### src/ljs_pkg.sv
package ljs_pkg;

    localparam int LJS_STACK_DEPTH = 256;
    localparam int LJS_FIELD_W     = 16;

    typedef struct packed {
        logic                   arrival_valid;
        logic [LJS_FIELD_W-1:0] job_id;
        logic [LJS_FIELD_W-1:0] service_need;
    } t_in_item;

    typedef struct packed {
        logic                   served_valid;
        logic [LJS_FIELD_W-1:0] served_id;
        logic [LJS_FIELD_W-1:0] remaining_before;
        logic                   arrival_dropped;
    } t_out_item;

    typedef struct packed {
        logic latch_in;
        logic push;
        logic set_top;
        logic pop;
        logic load_cur;
        logic serve;
        logic idle_res;
    } t_ljs_cmd;

    typedef struct packed {
        logic unfinished_nz;
        logic cur_runnable;
        logic fill_zero;
        logic cur_is_top;
    } t_ljs_status;

endpackage

### src/ljs_ctrl.sv
module ljs_ctrl
    import ljs_pkg::*;
(
    input  logic        i_clk,
    input  logic        i_rst_n,
    input  logic        start,
    input  t_ljs_status i_status,
    output t_ljs_cmd    o_cmd,
    output logic        busy,
    output logic        o_done
);

    typedef enum logic [2:0] {
        S_IDLE,
        S_PUSH,
        S_CHECK,
        S_WAIT,
        S_SERVE
    } t_state;

    t_state r_state, n_state;
    logic   r_busy, n_busy;
    logic   r_done, n_done;
    t_ljs_cmd cmd;

    always_comb begin
        n_state = r_state;
        n_busy  = r_busy;
        n_done  = 1'b0;
        cmd     = '0;
        unique case (r_state)
            S_IDLE: begin
                if (start) begin
                    cmd.latch_in = 1'b1;
                    n_state      = S_PUSH;
                    n_busy       = 1'b1;
                end
            end
            S_PUSH: begin
                cmd.push = 1'b1;
                n_state  = S_CHECK;
            end
            S_CHECK: begin
                priority if (!i_status.unfinished_nz || (!i_status.cur_runnable
                                                         && i_status.fill_zero)) begin
                    cmd.idle_res = 1'b1;
                    n_state      = S_IDLE;
                    n_busy       = 1'b0;
                    n_done       = 1'b1;
                end else if (i_status.cur_runnable) begin
                    n_state = S_SERVE;
                end else if (!i_status.cur_is_top) begin
                    cmd.set_top = 1'b1;
                    n_state     = S_WAIT;
                end else begin
                    cmd.pop = 1'b1;
                    n_state = S_WAIT;
                end
            end
            S_WAIT: begin
                cmd.load_cur = 1'b1;
                n_state      = S_CHECK;
            end
            S_SERVE: begin
                cmd.serve = 1'b1;
                n_state   = S_IDLE;
                n_busy    = 1'b0;
                n_done    = 1'b1;
            end
            default: begin
                n_state = S_IDLE;
                n_busy  = 1'b0;
            end
        endcase
    end

    always_ff @(posedge i_clk) begin
        if (!i_rst_n) begin
            r_state <= S_IDLE;
            r_busy  <= 1'b0;
            r_done  <= 1'b0;
        end else begin
            r_state <= n_state;
            r_busy  <= n_busy;
            r_done  <= n_done;
        end
    end

    assign o_cmd  = cmd;
    assign busy   = r_busy;
    assign o_done = r_done;

endmodule

### config.mk
export PLATFORM = sky130hd
export DESIGN_NAME = ljs_ctrl
export DESIGN_NICKNAME = d
export VERILOG_FILES = /design/src/ljs_pkg.sv /design/src/ljs_ctrl.sv
export SDC_FILE = /design/constraint.sdc
export NUM_CORES = 1
export LEC_CHECK = 0
export BUFFER_PORTS_ARGS = -buffer_cell sky130_fd_sc_hd__buf_2
export CORE_AREA = 2 2 39 41
export DETAILED_ROUTE_END_ITERATION = 12
export DIE_AREA = 0 0 41 43
export SETUP_SLACK_MARGIN = 0.2
export SLEW_MARGIN = 30
export SYNTH_ARGS = -nofsm -noshare
export SYNTH_HDL_FRONTEND = slang
export SYNTH_SLANG_ARGS = --single-unit
### constraint.sdc
create_clock -name i_clk -period 3.1 [get_ports i_clk]
set_clock_uncertainty 0.1 [all_clocks]
set_input_delay 0.155 -clock i_clk [delete_from_list [all_inputs] [get_ports i_clk]]
set_output_delay 0.155 -clock i_clk [all_outputs]
set_load 0.1 [all_outputs]
After elaboration in Yosys (flattened, before gate mapping)
Cells that the tools add are included.
{ "word_totals": {"regBits": 5, "latch_bits": 0, "ramBits": 0, "rom_bits": 0, "in_bits": 7, "out_inout_bits": 9, "elab_cells": 37, "n_memories": 0} }
{ "classes": {"n_addsub": 0, "n_mul": 0, "n_div": 0, "order_cmp": 0, "n_eq_ne": 6, "shift": 0, "n_mux": 20, "n_bitwise": 1, "reduce_logical": 7} }
{ "op_table": {"columns": ["operator", "count"], "rows": [
  ["1-bit two-way mux", 11],
  ["3-bit two-way mux", 3],
  ["3-bit one-hot mux with 3 select lines", 1],
  ["3-bit by 2-bit equality test with 1-bit output, second input constant", 2],
  ["2-bit two-way mux", 3],
  ["2-bit != test, second input constant", 2],
  ["3-bit by 1-bit equality test with 1-bit output, second input constant", 1],
  ["3-bit equality test, second input constant", 1],
  ["3-bit zero test", 1],
  ["1-bit one-hot mux with 3 select lines", 1],
  ["3-bit AND reduction", 1],
  ["1-bit zero test", 2],
  ["1-bit one-hot mux with 2 select lines", 1],
  ["2-bit OR reduction", 1],
  ["1-bit logical AND", 1],
  ["1-bit logical OR", 1],
  ["1-bit NOT", 1]
]} }

Longest topological paths before layout
{ "logic_depth": {"ltp_word": 5, "mapped_depth": 4, "mapped_depth_nobuf": 3} }

Worst setup path after synthesis
Ideal clock, no wire load.
{ "synth_timing": {"path_kind": "register -> output", "from": "reg r_state[2]", "to": "out o_cmd[1] (netlist name)", "arrival_ps": 2638, "required_time_ps": 2845, "path_slack_ps": 207, "path_stages_with_launch": 2, "n_path_buf": 0, "path_cell_list": "dfxtp_1 nor3b_1"} }
{ "synth_lines": {"columns": ["element", "line_no", "source"], "rows": [
  ["start, declared", "ljs_ctrl.sv:21", "t_state r_state, n_state;"],
  ["start signal, assigned", "ljs_ctrl.sv:83", "r_state <= n_state;"],
  ["end, declared", "ljs_ctrl.sv:8", "output t_ljs_cmd o_cmd,"]
]} }

==> key figures <==
STA
  • Worst slew margin: 67.79%
  • RSZ-0062 raised after global routing: false
  • Hold Vio Cnt, Final: 0
  • Min Tclk post-route: 1.873 ns
  • Final setup viols: 0
  • Final period utilization: 60.43%
  • Slew at the pin closest to its max-slew limit: 0.4865 ns
  • F_max: 533.8 MHz
  • Setup_tns: 0 ns
  • Final Max Slew Viols: 0

Synth
  • Post-synth EDFFs: 0
  • Most frequent cell after synthesis: dfxtp_1
  • Avg Inst Size Synth: 8.645 um^2
  • Synth area leaders: dfxtp_1 35%, nand2b_1 6.6%, a21oi_1 5.3%
  • Biggest area consumer among synthesized cells: dfxtp_1
  • Synth Instances: 33
  • Netlist Area Pre-Place: 285.3 um^2
  • Syn_nets: 40
  • Synth warn: 0
  • Post-synth top area share: 35.09%
  • Cell variety after synth: 19
  • Sequential fraction of the synthesis area: 35.09%
  • Post-synth top cells: 5 x dfxtp_1, 4 x nor2_1, 3 x a21oi_1, 3 x nand2b_1
  • Share of flip-flops with an asynchronous set or reset: 0%
  • Flip-flop and latch count after synthesis: 5
  • Ys flop type: dfxtp_1

Global routing
  • GR Layer Usage met3: 3.141%
  • Met2 Use GR: 10.00%
  • Most Crowded Layer GR: met4
  • Largest net degree at the start of global routing: 10
  • Vias in the first global route: 253
  • GRT Resource Usage Total: 8.945%
  • First-pass GRT wire length: 966 um
  • GR Layer Usage met1: 10.65%
  • Initial antenna violation count: 0
  • Remaining Overflow, GRT: 0

Outcome
  • Status: completed

Worst setup path
  • R2r startpoint: r_state[1]
  • Critical path class: register to output port
  • CP max-delay cell: dfxtp_1
  • Critical Path RT: 2.84 ns
  • Largest delay contributor family on the critical path: simple AND/OR/NAND/NOR gates
  • Critical path depth: 4
  • Crit. End Element: output port
  • WP buf/inv: 1
  • Critical-path cell list: nor3b_2 > nand2_1 > nor2_1 > buf_2
  • CP startpoint kind: register
  • CP max FO: 9
  • Worst Path Arrival: 1.62 ns
  • R2R cell count: 3
  • Crit path launch: r_state[1]
  • Slowest cell delay on critical path: 0.46 ns

Floorplan
  • Chip Width: 41 um
  • Die area: 0.001763 mm^2
  • I/O pins: 16
  • # rows: 14
  • Die Y: 43 um
  • Starting Density: 20.61%
  • Core ar.: 0.001384 mm^2

CTS
  • Clk_lat worst skew: 0.24 ns
  • Setup Buffers After CTS: 0
  • CTS root buf: clkbuf_4
  • Resize count post-CTS: 0
  • Clock Path Buffers: 2
  • Clock sink count: 5
  • H-tree depth: 1
  • Clk slew on worst S/H paths: 0.05 ns
  • Hold Buf Count CTS: 0
  • CTS tree: done
  • Cts bufs inserted: 3

Power and ir drop
  • Power, Total: 0.2040 mW
  • Power Density: 515.9 mW/mm^2
  • Leakage: 0.2091 nW
  • VDD IR-drop max: 0.0001626 V

Cells and area
  • Ratio of cells with drive above 1 in the final layout: 43.14%
  • Area Overhead vs Synth: 38.60%
  • Ant. Diodes: 0
  • Final instance area: 395.4 um^2
  • Number of nets in the layout: 59

Min path
  • Hold_sp: i_rst_n
  • Hold Path Stages: 2
  • Hold WC Path Type: primary input to register

Drt
  • Drt initial violations: 1
  • Vias/cell: 4.343
  • First-pass detailed-route iteration total: 3
  • Drt total wl: 620 um
  • DR vias: 291
  • Drt drc: 0
  • Routed len/inst: 9.254 um
  • Final ANT Viol Nets: 0

Placed design
  • I/O Buffers: 15
  • Dpl cell area: 369.1 um^2
  • GPL Wtd Cong: 0.7275
  • DP HPWL: 502 um

Job
  • # Max-Cap Violations: 0
flip-flops by register name, summed over array words and instances, names as in the netlist:
signal	flops
r_state	3
busy	1
o_done	1
worst paths after layout:
| check | slack [ns] | to |
|---|---|---|
| max reg2reg | 1.95 | r_state[0] |
| min reg2reg | 0.48 | r_state[1] |
| min | 0.07 | o_done |
| max | 1.23 | o_cmd[4] |
cell usage in the layout (no fill, tap or decap), drive strengths merged:
| cell type | n |
|---|---|
| inv | 2 |
| buf | 15 |
| o31a | 1 |
| clkbuf | 4 |
| nand2b | 3 |
| and3 | 1 |
| and2b | 1 |
| a21oi | 4 |
| or3 | 1 |
| nand2 | 2 |
| and2 | 1 |
| nor3b | 3 |
| a311oi | 1 |
| o211a | 1 |
| and4 | 1 |
| dfxtp | 5 |
| nor3 | 1 |
| nor2 | 4 |
routing by layer:
metal,share of wire (%),vias to the layer above,routed length (um)
li1,-,154,-
met1,49,123,301
met5,0,-,0
met4,2.3,0,14
met3,7.3,2,45
met2,42,12,258
area by class of cell:
| cell class | count | area, um^2 |
|---|---|---|
| fill | 159 | 988.4 |
| multi-input combinational | 25 | 166.4 |
| sequential | 5 | 100.1 |
| timing repair buffer | 15 | 75.07 |
| clock buffer | 4 | 26.28 |
| tap | 16 | 20.02 |
| inverter | 2 | 7.507 |
per-stage QoR:
| step | setup WS, ns | hold slack (ns) | util [%] | std cells |
|---|---|---|---|---|
| 5_1_grt | 1.129 | 0.05612 | 28.57 | 67 |
| 2_1_floorplan | 0.2067 | 0.1884 | - | 33 |
| 3_5_place_dp | 1.476 | 0.3260 | 26.67 | 63 |
| 3_3_place_gp | 1.517 | 0.3290 | 26.67 | 63 |
| 6_report | 1.227 | 0.07316 | 28.57 | 67 |
| 4_1_cts | 1.217 | 0.06279 | 28.57 | 67 |
power breakdown:
group	total [mW]	internal [mW]	leakage, nW	switching [mW]
registers	0.0715	0.0677	0.0409	0.00371
logic	0.0567	0.0131	0.153	0.0436
clock network	0.0758	0.0487	0.0150	0.0271
kinds of logic (layout without fill, tap and decap cells):
logic type | after synthesis | in the layout | synth area share (%)
flops | 5 | 5 | 35.09
buf+inv | 3 | 21 | 6.580
compound gates | 7 | 7 | 17.98
simple gates | 18 | 18 | 40.35
(Power assumes the default switching activity.)
